File: config.mk
export PLATFORM = sky130hd
export DESIGN_NAME = set_membership_table_core
export DESIGN_NICKNAME = d
export VERILOG_FILES = /design/src/hdl/smt_pkg.sv /design/src/hdl/smt_cmp.sv /design/src/hdl/set_membership_table_core.sv
export SDC_FILE = /design/constraint.sdc
export NUM_CORES = 1
export LEC_CHECK = 0
export BUFFER_PORTS_ARGS = -buffer_cell sky130_fd_sc_hd__buf_4
export CAP_MARGIN = 20
export CORE_MARGIN = 4
export CORE_UTILIZATION = 50
export CTS_BUF_LIST = sky130_fd_sc_hd__clkbuf_16
export DETAILED_ROUTE_END_ITERATION = 8
export PLACE_DENSITY = 0.64
export SYNTH_ARGS = -nofsm -noshare
export SYNTH_HDL_FRONTEND = slang
export SYNTH_SLANG_ARGS = --single-unit
export TNS_END_PERCENT = 1
File: constraint.sdc
create_clock -name clk -period 8.1 [get_ports clk]
set_input_delay 0.405 -clock clk [delete_from_list [all_inputs] [get_ports clk]]
set_output_delay 0.405 -clock clk [all_outputs]
set_load 0.05 [all_outputs]
File: src/hdl/smt_pkg.sv
// ----------------------------------------------------------------------------
// smt_pkg
// Types and constants shared by the set membership table and its checker.
// ----------------------------------------------------------------------------
package smt_pkg;

    localparam int DATA_W       = 32;
    localparam int COUNT_W      = 5;
    localparam int DEF_CAPACITY = 16;

    // Request kinds
    localparam logic [1:0] KIND_INSERT = 2'd0;
    localparam logic [1:0] KIND_DELETE = 2'd1;
    localparam logic [1:0] KIND_QUERY  = 2'd2;
    localparam logic [1:0] KIND_LIST   = 2'd3;

    typedef struct packed {
        logic [1:0]               kind;
        logic signed [DATA_W-1:0] value;
    } smt_in_t;

    typedef struct packed {
        logic                     present;
        logic                     changed;
        logic                     full_error;
        logic [COUNT_W-1:0]       member_count;
        logic                     elem_valid;
        logic signed [DATA_W-1:0] elem_value;
        logic                     last;
    } smt_out_t;

    // Flags from the shared comparator
    typedef struct packed {
        logic eq;
        logic lt;
    } smt_cmp_t;

endpackage

File: src/hdl/smt_cmp.sv
// ----------------------------------------------------------------------------
// smt_cmp
// Shared comparator: equality and signed less-than of a word read from the
// store against the current operand.
// ----------------------------------------------------------------------------
module smt_cmp (
    input  logic [smt_pkg::DATA_W-1:0] a,
    input  logic [smt_pkg::DATA_W-1:0] b,
    output smt_pkg::smt_cmp_t          flags
);
    import smt_pkg::*;

    assign flags.eq = (a == b);
    assign flags.lt = ($signed(a) < $signed(b));

endmodule

File: src/hdl/set_membership_table_core.sv
// ----------------------------------------------------------------------------
// set_membership_table_core
// Set of distinct signed 32-bit values with insert, delete, query and a
// sorted listing, worked by a small sequencer around one comparator.
// ----------------------------------------------------------------------------
//
//  Channel   Handshake                 Payload
//  -------   -----------------------   ---------------------------------
//  request   start & !busy             req    (kind, value)
//  result    result_valid, one cycle   result (present ... last)
//
//  A listing makes one selection pass per member. Every scan reads the store
//  through its single read port, one word per cycle, feeding the shared
//  comparator.
//  Reset clears the member count; the store contents are not cleared, as
//  only entries below the count are ever read.
//  The receiver cannot stall: each result is shown for exactly one cycle.
//
module set_membership_table_core #(
    parameter int CAPACITY = smt_pkg::DEF_CAPACITY
) (
    input  logic             clk,
    input  logic             rst_n,
    input  logic             start,
    output logic             busy,
    input  smt_pkg::smt_in_t req,
    output logic             result_valid,
    output smt_pkg::smt_out_t result
);
    import smt_pkg::*;

    localparam int CNT_W = $clog2(CAPACITY + 1);
    localparam int AW    = (CAPACITY > 1) ? $clog2(CAPACITY) : 1;

    localparam logic [2:0] ST_IDLE   = 3'd0;
    localparam logic [2:0] ST_SEARCH = 3'd1;
    localparam logic [2:0] ST_SHIFT  = 3'd2;
    localparam logic [2:0] ST_SORT   = 3'd3;
    localparam logic [2:0] ST_SWAP_A = 3'd4;
    localparam logic [2:0] ST_SWAP_B = 3'd5;

    logic [2:0]        state_reg, state_next;
    logic [CNT_W-1:0]  count_reg, count_next;
    logic [1:0]        kind_reg, kind_next;
    logic [DATA_W-1:0] value_reg, value_next;
    logic [CNT_W-1:0]  scan_addr_reg, scan_addr_next;
    logic              pend_reg, pend_next;
    logic [AW-1:0]     pend_idx_reg, pend_idx_next;
    logic [CNT_W-1:0]  pass_reg, pass_next;
    logic [DATA_W-1:0] min_val_reg, min_val_next;
    logic [AW-1:0]     min_idx_reg, min_idx_next;
    logic [DATA_W-1:0] first_val_reg, first_val_next;
    logic              res_valid_reg, res_valid_next;
    smt_out_t          res_reg, res_next;

    logic [DATA_W-1:0] mem [CAPACITY];
    logic [DATA_W-1:0] rd_data_reg;
    logic              rd_en;
    logic              mem_we;
    logic [AW-1:0]     mem_wa;
    logic [DATA_W-1:0] mem_wd;

    logic [DATA_W-1:0] cmp_b;
    smt_cmp_t          cmp;
    logic              hit;
    logic              scan_more;
    logic [CNT_W-1:0]  pass_inc;
    logic              last_pass;

    function automatic logic [COUNT_W-1:0] count_field(input logic [CNT_W-1:0] c);
        logic [31:0] w;
        w = 32'(c);
        return w[COUNT_W-1:0];
    endfunction

    assign cmp_b = (state_reg == ST_SORT) ? min_val_reg : value_reg;

    smt_cmp u_cmp (
        .a     (rd_data_reg),
        .b     (cmp_b),
        .flags (cmp)
    );

    assign hit       = pend_reg && cmp.eq;
    assign scan_more = (scan_addr_reg < count_reg);
    assign pass_inc  = pass_reg + CNT_W'(1);
    assign last_pass = (pass_inc == count_reg);

    always_comb
    begin
        state_next     = state_reg;
        count_next     = count_reg;
        kind_next      = kind_reg;
        value_next     = value_reg;
        scan_addr_next = scan_addr_reg;
        pend_next      = 1'b0;
        pend_idx_next  = pend_idx_reg;
        pass_next      = pass_reg;
        min_val_next   = min_val_reg;
        min_idx_next   = min_idx_reg;
        first_val_next = first_val_reg;
        res_valid_next = 1'b0;
        res_next       = res_reg;
        rd_en          = 1'b0;
        mem_we         = 1'b0;
        mem_wa         = '0;
        mem_wd         = '0;

        unique case (state_reg)
            ST_IDLE:
            begin
                if (start)
                begin
                    kind_next      = req.kind;
                    value_next     = req.value;
                    scan_addr_next = '0;
                    pass_next      = '0;
                    if (req.kind == KIND_LIST)
                    begin
                        if (count_reg == '0)
                        begin
                            // Listing an empty set gives one empty item.
                            res_valid_next        = 1'b1;
                            res_next              = '0;
                            res_next.member_count = count_field(count_reg);
                            res_next.last         = 1'b1;
                        end
                        else
                        begin
                            state_next = ST_SORT;
                        end
                    end
                    else
                    begin
                        state_next = ST_SEARCH;
                    end
                end
            end

            ST_SEARCH:
            begin
                if (hit || (!pend_reg && !scan_more))
                begin
                    res_next         = '0;
                    res_next.present = hit;
                    res_next.last    = 1'b1;
                    state_next       = ST_IDLE;
                    unique case (kind_reg)
                        KIND_INSERT:
                        begin
                            if (!hit)
                            begin
                                if (count_reg == CNT_W'(CAPACITY))
                                begin
                                    res_next.full_error = 1'b1;
                                end
                                else
                                begin
                                    mem_we           = 1'b1;
                                    mem_wa           = count_reg[AW-1:0];
                                    mem_wd           = value_reg;
                                    count_next       = count_reg + CNT_W'(1);
                                    res_next.changed = 1'b1;
                                end
                            end
                        end
                        KIND_DELETE:
                        begin
                            if (hit)
                            begin
                                // Close the gap by moving later entries down.
                                state_next     = ST_SHIFT;
                                scan_addr_next = CNT_W'(pend_idx_reg) + CNT_W'(1);
                            end
                        end
                        default:
                        begin
                        end
                    endcase
                    res_valid_next        = (state_next == ST_IDLE);
                    res_next.member_count = count_field(count_next);
                end
                else if (scan_more)
                begin
                    rd_en          = 1'b1;
                    pend_next      = 1'b1;
                    pend_idx_next  = scan_addr_reg[AW-1:0];
                    scan_addr_next = scan_addr_reg + CNT_W'(1);
                end
            end

            ST_SHIFT:
            begin
                if (pend_reg)
                begin
                    mem_we = 1'b1;
                    mem_wa = pend_idx_reg - AW'(1);
                    mem_wd = rd_data_reg;
                end
                if (scan_more)
                begin
                    rd_en          = 1'b1;
                    pend_next      = 1'b1;
                    pend_idx_next  = scan_addr_reg[AW-1:0];
                    scan_addr_next = scan_addr_reg + CNT_W'(1);
                end
                else if (!pend_reg)
                begin
                    count_next            = count_reg - CNT_W'(1);
                    res_valid_next        = 1'b1;
                    res_next              = '0;
                    res_next.present      = 1'b1;
                    res_next.changed      = 1'b1;
                    res_next.member_count = count_field(count_next);
                    res_next.last         = 1'b1;
                    state_next            = ST_IDLE;
                end
            end

            ST_SORT:
            begin
                if (pend_reg)
                begin
                    if (pend_idx_reg == pass_reg[AW-1:0])
                    begin
                        min_val_next   = rd_data_reg;
                        min_idx_next   = pend_idx_reg;
                        first_val_next = rd_data_reg;
                    end
                    else if (cmp.lt)
                    begin
                        min_val_next = rd_data_reg;
                        min_idx_next = pend_idx_reg;
                    end
                end
                if (scan_more)
                begin
                    rd_en          = 1'b1;
                    pend_next      = 1'b1;
                    pend_idx_next  = scan_addr_reg[AW-1:0];
                    scan_addr_next = scan_addr_reg + CNT_W'(1);
                end
                else if (!pend_reg)
                begin
                    state_next = ST_SWAP_A;
                end
            end

            ST_SWAP_A:
            begin
                // The smallest remaining member goes to the head of the pass.
                mem_we                = 1'b1;
                mem_wa                = pass_reg[AW-1:0];
                mem_wd                = min_val_reg;
                res_valid_next        = 1'b1;
                res_next              = '0;
                res_next.member_count = count_field(count_reg);
                res_next.elem_valid   = 1'b1;
                res_next.elem_value   = min_val_reg;
                res_next.last         = last_pass;
                state_next            = ST_SWAP_B;
            end

            ST_SWAP_B:
            begin
                mem_we = 1'b1;
                mem_wa = min_idx_reg;
                mem_wd = first_val_reg;
                if (last_pass)
                begin
                    state_next = ST_IDLE;
                end
                else
                begin
                    pass_next      = pass_inc;
                    scan_addr_next = pass_inc;
                    state_next     = ST_SORT;
                end
            end

            default:
            begin
                state_next = ST_IDLE;
            end
        endcase
    end

    always_ff @(posedge clk or negedge rst_n)
    begin
        if (!rst_n)
        begin
            state_reg     <= ST_IDLE;
            count_reg     <= '0;
            pend_reg      <= 1'b0;
            res_valid_reg <= 1'b0;
        end
        else
        begin
            state_reg     <= state_next;
            count_reg     <= count_next;
            pend_reg      <= pend_next;
            res_valid_reg <= res_valid_next;
        end
    end

    always_ff @(posedge clk)
    begin
        kind_reg      <= kind_next;
        value_reg     <= value_next;
        scan_addr_reg <= scan_addr_next;
        pend_idx_reg  <= pend_idx_next;
        pass_reg      <= pass_next;
        min_val_reg   <= min_val_next;
        min_idx_reg   <= min_idx_next;
        first_val_reg <= first_val_next;
        res_reg       <= res_next;
    end

    // Member store: one write and one registered read per cycle.
    always_ff @(posedge clk)
    begin
        if (mem_we)
        begin
            mem[mem_wa] <= mem_wd;
        end
        if (rd_en)
        begin
            rd_data_reg <= mem[scan_addr_reg[AW-1:0]];
        end
    end

    assign busy         = (state_reg != ST_IDLE);
    assign result_valid = res_valid_reg;
    assign result       = res_reg;

endmodule

==> Word level (Yosys, flattened, before mapping) <==
Memory sizes are Yosys's and may differ from the RTL's. A register that Yosys moved wholly into a read port is not among the register bits.
Cells that the tools add are included.
W data, S select, Z words.
{ "op_classes": {"n_lt_le_gt_ge": 2, "n_eq_ne": 24, "n_bitwise": 0, "add_sub_neg": 6, "n_div": 0, "reduce_logical": 27, "n_shift": 0, "mul": 0, "mux": 77} }
{ "ops": {"columns": ["op", "n"], "rows": [
  ["$mux W32", 8],
  ["$mux W42", 6],
  ["$pmux W42 S4", 1],
  ["$pmux W32 S4", 1],
  ["$mux W5", 12],
  ["$mux W4", 9],
  ["$eq A32 B32 Y1", 1],
  ["$lt A32 B32 Y1", 1],
  ["$mux W3", 10],
  ["$ne A2 B2 Y1 const B", 10],
  ["$pmux W5 S2", 2],
  ["$pmux W5 S4", 1],
  ["$pmux W3 S6", 1],
  ["$mux W1", 16],
  ["$pmux W4 S4", 1],
  ["$add A5 B1 Y5 const B", 3],
  ["$reduce_and A7 Y1", 2],
  ["$mux W2", 5],
  ["$reduce_and A3 Y1", 3],
  ["$pmux W4 S2", 1],
  ["$reduce_bool A2 Y1", 4],
  ["$reduce_bool A4 Y1", 2],
  ["$eq A3 B2 Y1 const B", 2],
  ["$eq A3 B3 Y1 const B", 2],
  ["other kinds (26)", 32]
]} }
{ "word_totals": {"word_cells": 156, "mem_bits_rw": 512, "output_inout_bits": 44, "ff_bits": 168, "romBits": 0, "mem_count": 1, "latchBits": 0} }
{ "mem_list": {"columns": ["memory", "words", "width", "read_ports", "rd_clocked_by_memory_dff", "write_ports", "line", "text"], "rows": [
  ["mem", 16, 32, 1, 1, 1, "set_membership_table_core.sv:56", "logic [DATA_W-1:0] mem [CAPACITY];"]
]} }

==> Depth between registers and ports, before layout <==
Gate-level depths: netlist (run 1).
{ "depth": {"ltp_word": 11, "depth_mapped": 14, "ltp_nobuf": 10} }

==> Modules after synthesis <==
From an unflattened synthesis (run 1), not the netlist that was laid out.
{ "hier_totals": {"cells_unflattened": 1460, "area_unflattened_um2": 28676.3} }
{ "modules_own_cells": {"columns": ["module", "area_per_inst_um2", "n_inst", "cells_per_inst"], "rows": [
  ["set_membership_table_core", 27819.2, 1, 1343],
  ["smt_cmp", 857.1, 1, 117]
]} }

==> Worst setup path before layout (run 1) <==
Ideal clock, no wire load.
{ "synth_path": {"path_type": "reg2reg", "start": "register state_reg[2]", "end": "register res_reg (netlist bit result[0]), enable pin", "period_less_slack_ns": 6.035, "arrival_ns": 5.535, "setup_ns": 0.500, "stages_incl_launch_ff": 14, "required_time_ns": 7.600, "setup_slack_ns": 2.065, "path_cell_list": "dfrtp_1 clkbuf_1 nor2b_1 clkbuf_1 nand2_1 buf_2 mux2i_1 ha_1 nand4_2 nor4_4 nand3_2 nand2_1 a21oi_1 o21ai_0"} }
{ "synth_via": {"elab_chain_len": 7} }
{ "synth_rtl": {"columns": ["item", "line", "text"], "rows": [
  ["start: declaration", "set_membership_table_core.sv:42", "logic [2:0] state_reg, state_next;"],
  ["start signal: assignment", "set_membership_table_core.sv:299", "state_reg <= state_next;"],
  ["$eq A3 B2 Y1", "set_membership_table_core.sv:76", "assign cmp_b = (state_reg == ST_SORT) ? min_val_reg : value_reg;"],
  ["$mux W32", "set_membership_table_core.sv:76", null],
  ["$eq A32 B32 Y1", "smt_cmp.sv:13", "assign flags.eq = (a == b);"],
  ["$logic_and A1 B1 Y1", "set_membership_table_core.sv:84", "assign hit = pend_reg && cmp.eq;"],
  ["$logic_or A1 B1 Y1", "set_membership_table_core.sv:142", "if (hit || (!pend_reg && !scan_more))"],
  ["$ne A2 B2 Y1 (no source line)", null, null],
  ["$reduce_and A7 Y1 (no source line) *", null, null],
  ["end signal: assignment", "set_membership_table_core.sv:316", "res_reg <= res_next;"],
  ["end: declaration", "set_membership_table_core.sv:54", "smt_out_t res_reg, res_next;"]
]} }
Every way passes the cells marked *; elsewhere a longest branch is shown, timed or not.
A chain may end at the register's enable or synchronous reset.

==> Worst setup path after layout (run 1) <==
{ "layout_path": {"start": "register state_reg[1]", "end": "register res_reg (netlist bit result[18]), enable pin"} }
Same word-level chain as after synthesis.

==> flow_metrics.tcl, run 1 <==
set metrics [dict create \
    outcome "finished, final reports clean" \
    setup.worst_path.start_class "flip-flop" \
    finalClockSkew_ns 0.0196 \
    drt-total-wl_um 67300 \
    synthTopCellsByCount "702 x edfxtp_1, 160 x mux4_2, 92 x nand2_1" \
    post_dp_cell_area_sq_mm 0.0303 \
    antenna_left 0 \
    synth.distinct_cells 68 \
    drt_iter0_markers 1468 \
    critPathMaxStageDelay_ns 0.81 \
    routedWlPerCell_um 28.0 \
    crit_path_end_kind "flip-flop" \
    cp.required_ns 8.37 \
    regMostFlops "mem" \
    crit_start "state_reg[1]" \
    synth_edf_count 702 \
    crit_chain "nor2b_1 > nand2_2 > buf_12 > mux2i_1 > ha_1 > nand4_1 > nor4_4 > nand3_2 > nand2_1 > a21oi_1 > o21ai_4 > buf_4" \
    reg2reg_to "result[18]" \
    start_util 0.506 \
    synthArstFlopShare 0.0140 \
    p_total_mw 12.5 \
    fillers 4109 \
    num_rows 87 \
    cts_resized 0 \
    ys_ff_latch 712 \
    fin_crit_ns 5.83 \
    grt_max_degree 134 \
    core_sq_mm 0.0565 \
    htreeDepth 3 \
    cpMaxStageDelayCell "dfrtp_1" \
    ff2ff_setup_slack_ns 2.27 \
    synth_warnings 0 \
    insertion_delay_ns 0.61 \
    die_h_um 247 \
    rsz0062_at_grt "no" \
    tns_ns 0 \
    leakagePower_nw 11.2 \
    yosys-top-cells-area "edfxtp_1 74%, mux4_2 13%, ha_1 1.9%, nand2_1 1.2%, mux2i_1 1.2%" \
    max-vdd-ir-drop_uv 435 \
    cp_num_buf_inv 2 \
    via_count 14700 \
    largest_reg_flops 512 \
    critical-path-top-delay-family "simple AND/OR/NAND/NOR gates" \
    hp-class "in2async" \
    worst-path-stages 12 \
    power_density_mw_per_mm2 378 \
    drive_gt1_frac 0.265 \
    viasPerCell 6.13 \
    ys_seq_area_frac 0.746 \
    tightestPinTransition_ns 1.10 \
    cts_buffers 74 \
    grt_pass1_vias 15100 \
    synth_top_area_share 0.737 \
    drc 0 \
    cts_tree "built" \
    ctsLongestPathBuffers 3 \
    arrival_ns 6.09 \
    post-dp-hpwl_um 39500 \
    period_share 0.719 \
    grt_first_pass_wirelength_um 101000 \
    synth_top_area_cell "edfxtp_1" \
    grtUsageTotal 0.227 \
    syn_to_final_growth_pct 15.8 \
    routabilityCongestion 0.847 \
    report.final.slew_viol_count 0 \
    clockRootBuffer "clkbuf_16" \
    dieWidth_um 247 \
    globalRouteOverflowTotal 0 \
    synth.avg_cell_area_sq_um 19.9 \
    setup_viol_count_final 0 \
    relSlewSlack 0.270 \
    ff2ff_path_depth 12 \
    syn-cell-area_sq_mm 0.0286 \
    synth_cells 1436 \
    ios 81 \
    crit_path_max_fanout 22 \
    synth_flop_cell "edfxtp_1" \
    diodes 0 \
    yosysMostFrequentCell "edfxtp_1" \
    stdcell_area_sq_mm 0.0331 \
    path_class "reg2reg" \
    r2r_start "state_reg[1]" \
    cap_viol_max_count 0 \
    max_freq_mhz 172 \
    io_buffers 80 \
    antenna_found_initial 0 \
    detailedRoute.firstPassIterationCount 5 \
    synth_nets 1517 \
    die_area_sq_mm 0.0611 \
    hold_violations 0 \
    cp-endpoint "result[18]" \
    layout.nets 1674 \
    clock_sinks 712 \
    clk_pin_slew_ns 0.07 \
]
-- logic make-up after synthesis --
| kind of cell | Yosys count | synth area share |
|---|---|---|
| compound gates | 135 | 0.0335 |
| mux | 195 | 0.138 |
| flops | 712 | 0.746 |
| buf+inv | 82 | 0.0124 |
| simple gates | 245 | 0.0436 |
| fa+ha+maj | 44 | 0.0193 |
| xor+xnor | 23 | 0.00704 |
-- placed cells by master (no fill, tap or decap), drive strengths merged, types with 8 or more instances in the layout --
cell type	count
a21oi	34
a221oi	33
and2	34
buf	118
bufinv	9
clkbuf	75
clkinv	33
dfrtp	10
dlygate4sd3	35
edfxtp	702
ha	44
inv	17
mux2i	34
mux4	160
nand2	92
nand3	20
nand4	13
nor2	26
nor3	22
o21ai	19
or3	8
xnor2	15
xor2	8
-- per-layer routing --
metal,track usage,part of all wire,routed length (um),vias up
met2,0.354,0.48,32300,579
met5,0,0,0,-
li1,-,-,-,6258
met3,0.0375,0.068,4540,91
met1,0.333,0.43,28900,7795
met4,0.0696,0.023,1530,0
-- worst register-to-register path, stage by stage, from the launching register on --
cell and delay [ns]:
dfrtp_1 0.81, nor2b_1 0.56, nand2_2 0.46, buf_12 0.35, mux2i_1 0.15, ha_1 0.32, nand4_1 0.21, nor4_4 0.51
nand3_2 0.44, nand2_1 0.26, a21oi_1 0.12, o21ai_4 0.81, buf_4 0.46
-- power breakdown --
group,total (mW),switching (mW),leakage [nW],internal (mW)
Clock,3.38,1.40,1.20,1.98
Sequential,5.26,0.324,6.67,4.94
Combinational,3.86,2.40,3.35,1.46
Total,12.5,4.12,11.2,8.39
-- final cells by class --
class	instances	area [sq um]	share of cell area
clock buffers	75	1880	0.0567
well taps	756	946	0.0286
flip-flops and latches	712	21300	0.644
repair buffers	153	1320	0.0398
clock inverters	55	558	0.0169
inverters	10	37.5	0.00113
multi-input cells	642	7040	0.213
-- per-stage QoR --
step                      setup slack (ns)  hold WS (ns)  utilization  cells
after CTS                             2.31         0.150        0.585   2401
final                                 2.27         0.175        0.586   2403
after global placement                2.17         0.253        0.536   2235
after detailed placement              2.34         0.255        0.536   2236
after global routing                  1.88         0.176        0.586   2403
after floorplan                       2.07         0.109            -   1436
-- worst min-delay path by stage --
stage	startpoint	end	slack, ns
after detailed placement	rst_n	count_reg[0]	0.25
after global placement	rst_n	count_reg[0]	0.25
final	rst_n	state_reg[2]	0.17
after CTS	rst_n	state_reg[0]	0.15
after global routing	rst_n	count_reg[1]	0.18
after floorplan	rst_n	count_reg[0]	0.11
-- what timing repair did --
action	4_1_cts	5_1_grt
hold buffers	35	0
hold endpoints to repair	44	0
buffers inserted	0	0
(Power assumes the default switching activity.)
==> inputs of run 2 (changes only) <==
--- a/config.mk
+++ b/config.mk
@@ -5,6 +5,7 @@
 export SDC_FILE = /design/constraint.sdc
 export NUM_CORES = 1
 export LEC_CHECK = 0
+export ABC_AREA = 1
 export BUFFER_PORTS_ARGS = -buffer_cell sky130_fd_sc_hd__buf_4
 export CAP_MARGIN = 20
 export CORE_MARGIN = 4
==> constraint.sdc (replaced) <==
create_clock -name clk -period 5.4 [get_ports clk]
set_input_delay 0.27 -clock clk [delete_from_list [all_inputs] [get_ports clk]]
set_output_delay 0.27 -clock clk [all_outputs]
set_load 0.05 [all_outputs]
==> flow_metrics.tcl, run 2 <==
set metrics [dict create \
    fillers 4477 \
    cp.required_ns 5.68 \
    drt-total-wl_um 75100 \
    crit_path_max_fanout 64 \
    final-seq-area_sq_mm 0.0213 \
    finalClockSkew_ns 0.0215 \
    cts_tree "built" \
    synth_cells 2221 \
    tns_ns 0 \
    routedWlPerCell_um 23.8 \
    detailedRoute.firstPassIterationCount 6 \
    diodes 0 \
    stdcell_area_sq_mm 0.0338 \
    htreeDepth 3 \
    max_freq_mhz 213 \
    synth_top_area_cell "edfxtp_1" \
    p_total_mw 19.2 \
    yosys.area_share.adder 0.0187 \
    final_common_cell "edfxtp_1" \
    largest_reg_flops 512 \
    mostFrequentLayoutCells "702 x edfxtp_1, 358 x nor2_1, 254 x nand2_1" \
    synth.distinct_cells 51 \
    post-dp-hpwl_um 46000 \
    antenna_found_initial 1 \
    yosys-top-cells-area "edfxtp_1 71%, nor2_1 4.8%, nand2_1 3.2%, o21ai_0 2.9%, o32ai_1 2.3%" \
    hold_violations 0 \
    synth_edf_count 702 \
    setup_viol_count_final 0 \
    cts_buffers 72 \
    ff2ff_path_depth 17 \
    via_count 18900 \
    rsz0062_at_grt "no" \
    synth-xor-area-share 0.00505 \
    core_sq_mm 0.0580 \
    synthArstFlopShare 0.0140 \
    post-place-cells 2986 \
    dieWidth_um 251 \
    ctsLongestPathBuffers 3 \
    regMostFlops "mem" \
    ys_ff_latch 712 \
    synthTopCellsByCount "702 x edfxtp_1, 379 x nor2_1, 254 x nand2_1" \
    relSlewSlack 0.248 \
    io_buffers 80 \
    grt_pass1_vias 18000 \
    clock_sinks 712 \
    use_met2 0.361 \
    synth_nets 2302 \
    leakagePower_nw 11.9 \
    syn-cell-area_sq_mm 0.0295 \
    grt_first_pass_wirelength_um 113000 \
    viasPerCell 5.98 \
    report.final.slew_viol_count 0 \
    max-vdd-ir-drop_uv 577 \
    final_core_util 0.582 \
    busiest_layer "met2" \
    power_density_mw_per_mm2 570 \
    grtUsageTotal 0.235 \
    grt_max_degree 127 \
    routabilityCongestion 0.945 \
    layout.nets 2413 \
    grt.met3_usage 0.0383 \
    setup.worst_path.start_class "flip-flop" \
    drc 0 \
    synth_flop_cell "edfxtp_1" \
    antenna_left 0 \
    post-cts-setup-buffers 0 \
    tightestPinTransition_ns 1.13 \
    hold_slack_ns 0.0559 \
    outcome "finished, final reports clean" \
    drive_gt1_frac 0.124 \
    insertion_delay_ns 0.61 \
    crit_path_end_kind "flip-flop" \
    die_area_sq_mm 0.0629 \
    fin_crit_ns 4.69 \
    r2r_start "state_reg[2]" \
    clockRootBuffer "clkbuf_16" \
    grt_use_met1 0.353 \
    arrival_ns 4.97 \
    synthMuxAreaShare 0.0177 \
    die_h_um 251 \
    setup_slack_ns 0.708 \
    globalRouteOverflowTotal 0 \
    synth_top_family_by_area "simple AND/OR/NAND/NOR gates" \
    num_rows 88 \
    synth_compound_area_frac 0.0912 \
    post-place-ws_ns 0.741 \
    synthSimpleGateAreaFrac 0.113 \
    synth.avg_cell_area_sq_um 13.3 \
    ys_seq_area_frac 0.723 \
    fin_cells 3151 \
    synth_warnings 0 \
    synth_top_area_share 0.715 \
    period_share 0.869 \
    path_class "reg2reg" \
    drt_iter0_markers 2087 \
    ios 81 \
    syn_to_final_growth_pct 14.5 \
    yosysMostFrequentCell "edfxtp_1" \
    start_util 0.508 \
    crit_start "state_reg[2]" \
    clk_pin_slew_ns 0.06 \
    post_dp_cell_area_sq_mm 0.0310 \
    hp-class "in2async" \
    cap_viol_max_count 0 \
    multi_input_area_sq_mm 0.00740 \
]
run 2: cell count changes after synthesis, moves of 32 or more:
cell / before / now
mux4_2: 160 / 0
nand3_1: 19 / 91
nor2_1: 24 / 379
inv_1: 9 / 82
clkbuf_1: 38 / 70
o21ai_0: 18 / 172
o32ai_1: 0 / 76
o221ai_1: 3 / 52
and2_1: 34 / 0
nand2_1: 92 / 254
run 2: report_power, final:
part,total (mW),switching [mW],internal [mW]
Combinational,6.42,4.67,1.76
Clock,4.95,2.03,2.91
Sequential,7.87,0.498,7.37
run 2: per-layer routing:
layer | part of all wire | wire length [um] | vias to the layer above
met5 | 0 | 0 | -
met4 | 0.019 | 1420 | 0
met3 | 0.091 | 6850 | 99
met2 | 0.46 | 34200 | 847
met1 | 0.43 | 32600 | 9462
li1 | - | - | 8444
run 2: path summary, 6_finish.rpt:
check	to	slack, ns
worst max-delay path	mem[5][17]	0.71
worst min-delay path	pend_reg	0.06
worst max register to register	mem[5][17]	0.71
worst min register to register	min_val_reg[3]	0.52
max in group asynchronous	state_reg[2]	5.19
min in group clk	value_reg[26]	0.38
run 2: area by class of cell:
class | instances | area share
Clock buffer | 74 | 0.0548
Clock inverter | 54 | 0.0145
Inverter | 93 | 0.0105
Multi-Input combinational cell | 1295 | 0.219
Sequential cell | 712 | 0.632
Tap cell | 765 | 0.0283
Timing Repair Buffer | 158 | 0.0410
run 2: logic make-up after synthesis:
family                     Yosys count
adders and majority gates           44
AOI/OAI and AO/OA                  400
buffers and inverters              214
and+or+nand+nor                    782
DFF                                712
muxes                               52
xor gates and xnor gates            17
run 2: repair_timing:
action / CTS / global route
gates resized for setup: 0 / 0
hold buffers: 36 / 0
endpoints found under the hold margin: 45 / 0
run 2: worst max-delay path, stage by stage (launching register included):
cell and delay, ns:
dfrtp_1 0.54, nor2_2 0.26, inv_1 0.13, nor2_4 0.09, buf_4 0.47, o21ai_0 0.20, ha_1 0.38, nand2_2 0.09
nor2_4 0.14, nand2_4 0.08, nor2_8 0.22, nand2_4 0.10, nand2_4 0.13, nor2_1 0.09, a21oi_4 0.22, nand2_2 0.19
nor2_4 0.57, buf_4 0.39
==> inputs of run 3 (changes only) <==
==> constraint.sdc (replaced) <==
create_clock -name clk -period 4.9 [get_ports clk]
set_input_delay 0.245 -clock clk [delete_from_list [all_inputs] [get_ports clk]]
set_output_delay 0.245 -clock clk [all_outputs]
set_load 0.05 [all_outputs]
==> flow_metrics.tcl, run 3 (same netlist as run 2, synthesis figures left out) <==
set metrics [dict create \
    post-dp-hpwl_um 43500 \
    syn_to_final_growth_pct 14.3 \
    insertion_delay_ns 0.61 \
    detailedRoute.firstPassIterationCount 6 \
    setup_viol_count_final 0 \
    path_class "reg2reg" \
    cts_resized 0 \
    grt_max_degree 216 \
    ctsLongestPathBuffers 3 \
    max_freq_mhz 229 \
    crit_path_end_kind "flip-flop" \
    final_core_util 0.581 \
    cp.required_ns 5.22 \
    crit_path_max_fanout 64 \
    io_buffers 80 \
    drt-total-wl_um 76300 \
    arrival_ns 4.69 \
    hold_violations 0 \
    largest_reg_flops 512 \
    grtUsageTotal 0.237 \
    critPathMaxStageDelay_ns 0.65 \
    setup.worst_path.start_class "flip-flop" \
    htreeDepth 3 \
    clk_pin_slew_ns 0.06 \
    cts_buffers 72 \
    leakagePower_nw 11.9 \
    globalRouteOverflowTotal 0 \
    die_h_um 251 \
    routabilityCongestion 0.888 \
    period_share 0.893 \
    cp_num_buf_inv 3 \
    clockRootBuffer "clkbuf_16" \
    tns_ns 0 \
    regMostFlops "mem" \
    crit_chain "nor2_2 > inv_1 > nor2_4 > buf_12 > o21ai_0 > ha_1 > nand2_1 > nor2_1 > nand2_1 > nor2_8 > nand3_4 > nand2_4 > nand2_1 > inv_2 > nand2_1 > nand3_1" \
    crit_top_cell "nand2_1" \
    fin_crit_ns 4.37 \
    power_density_mw_per_mm2 620 \
    antenna_found_initial 4 \
    final_common_cell "edfxtp_1" \
    rsz0062_at_grt "no" \
    routedWlPerCell_um 24.2 \
    hp-class "in2async" \
    ff2ff_setup_slack_ns 0.53 \
    antenna_left 0 \
    outcome "finished, final reports clean" \
    critical-path-top-delay-family "simple AND/OR/NAND/NOR gates" \
    tightestPinTransition_ns 1.13 \
    drt_iter0_markers 2158 \
    viasPerCell 5.96 \
    via_count 18800 \
    layout.nets 2416 \
    start_util 0.508 \
    num_rows 88 \
    cts_tree "built" \
    cpMaxStageDelayCell "inv_2" \
    max-vdd-ir-drop_uv 547 \
    ios 81 \
    finalClockSkew_ns 0.0224 \
    drc 0 \
    report.final.slew_viol_count 0 \
    core_sq_mm 0.0580 \
    dieWidth_um 251 \
    cap_viol_max_count 0 \
    die_area_sq_mm 0.0629 \
    grt_pass1_vias 18100 \
    relSlewSlack 0.249 \
    drive_gt1_frac 0.120 \
    fin_cells 3152 \
    post-place-cells 2990 \
    clock_sinks 712 \
    grt_first_pass_wirelength_um 113000 \
    p_total_mw 20.9 \
    mostFrequentLayoutCells "702 x edfxtp_1, 358 x nor2_1, 254 x nand2_1" \
]
[run 3: cell count changes in the layout (fill, tap and decap cells not counted), sizes merged]
cell | before | now
clkinvlp | 3 | 1
clkbuf | 74 | 76
diode | 0 | 1
bufinv | 9 | 3
inv | 108 | 112
buf | 122 | 125
clkinv | 27 | 26
[run 3: final timing paths]
check,start,endpoint,cells after the start
max,state_reg[2],mem[8][6],16
min,rst_n,count_reg[1],2
max reg2reg,state_reg[2],mem[8][6],16
min reg2reg,rd_data_reg[1],min_val_reg[1],0
max in group asynchronous,rst_n,pend_reg,2
min in group clk,req[22],value_reg[22],2
[run 3: final cells by class]
class,instances,area [sq um]
Sequential cell,712,21300
Fill cell,4478,24300
Clock buffer,76,1900
Inverter,93,354
Tap cell,765,957
Clock inverter,49,292
Multi-Input combinational cell,1295,7400
Timing Repair Buffer,161,1450
Antenna cell,1,2.50
[run 3: worst reg2reg max path: stages (launching register included)]
cell	delay, ns
dfrtp_1	0.53
nor2_2	0.26
inv_1	0.12
nor2_4	0.12
buf_12	0.25
o21ai_0	0.16
ha_1	0.30
nand2_1	0.07
nor2_1	0.19
nand2_1	0.16
nor2_8	0.22
nand3_4	0.12
nand2_4	0.20
nand2_1	0.13
inv_2	0.65
nand2_1	0.12
nand3_1	0.50
[run 3: layer usage]
layer / vias to the layer above / share of wire / track usage
li1: 8457 / - / -
met1: 9377 / 0.43 / 0.349
met2: 843 / 0.45 / 0.365
met3: 116 / 0.096 / 0.0499
met4: 2 / 0.021 / 0.0640
met5: - / 0.00014 / 0
[run 3: repair_timing]
item	CTS	global route
hold endpoints to repair	45	0
hold buffers	36	0
setup buffers	0	0
[run 3: report_power, final]
group / switching, mW / total (mW) / internal [mW]
Clock: 2.21 / 5.15 / 2.94
Sequential: 0.531 / 8.65 / 8.12
Combinational: 5.11 / 7.07 / 1.96
Total: 7.85 / 20.9 / 13.0
[run 3: through the flow]
step | hold slack (ns) | setup WS [ns] | area [sq um]
finish | 0.0286 | 0.525 | 33700
CTS | 0.0129 | 0.519 | 33700
detailed placement | 0.0987 | 0.549 | 31100
global route | 0.0399 | 0.208 | 33700
global placement | 0.0898 | 0.622 | 31100
floorplan | -0.0506 | 0.396 | 29500
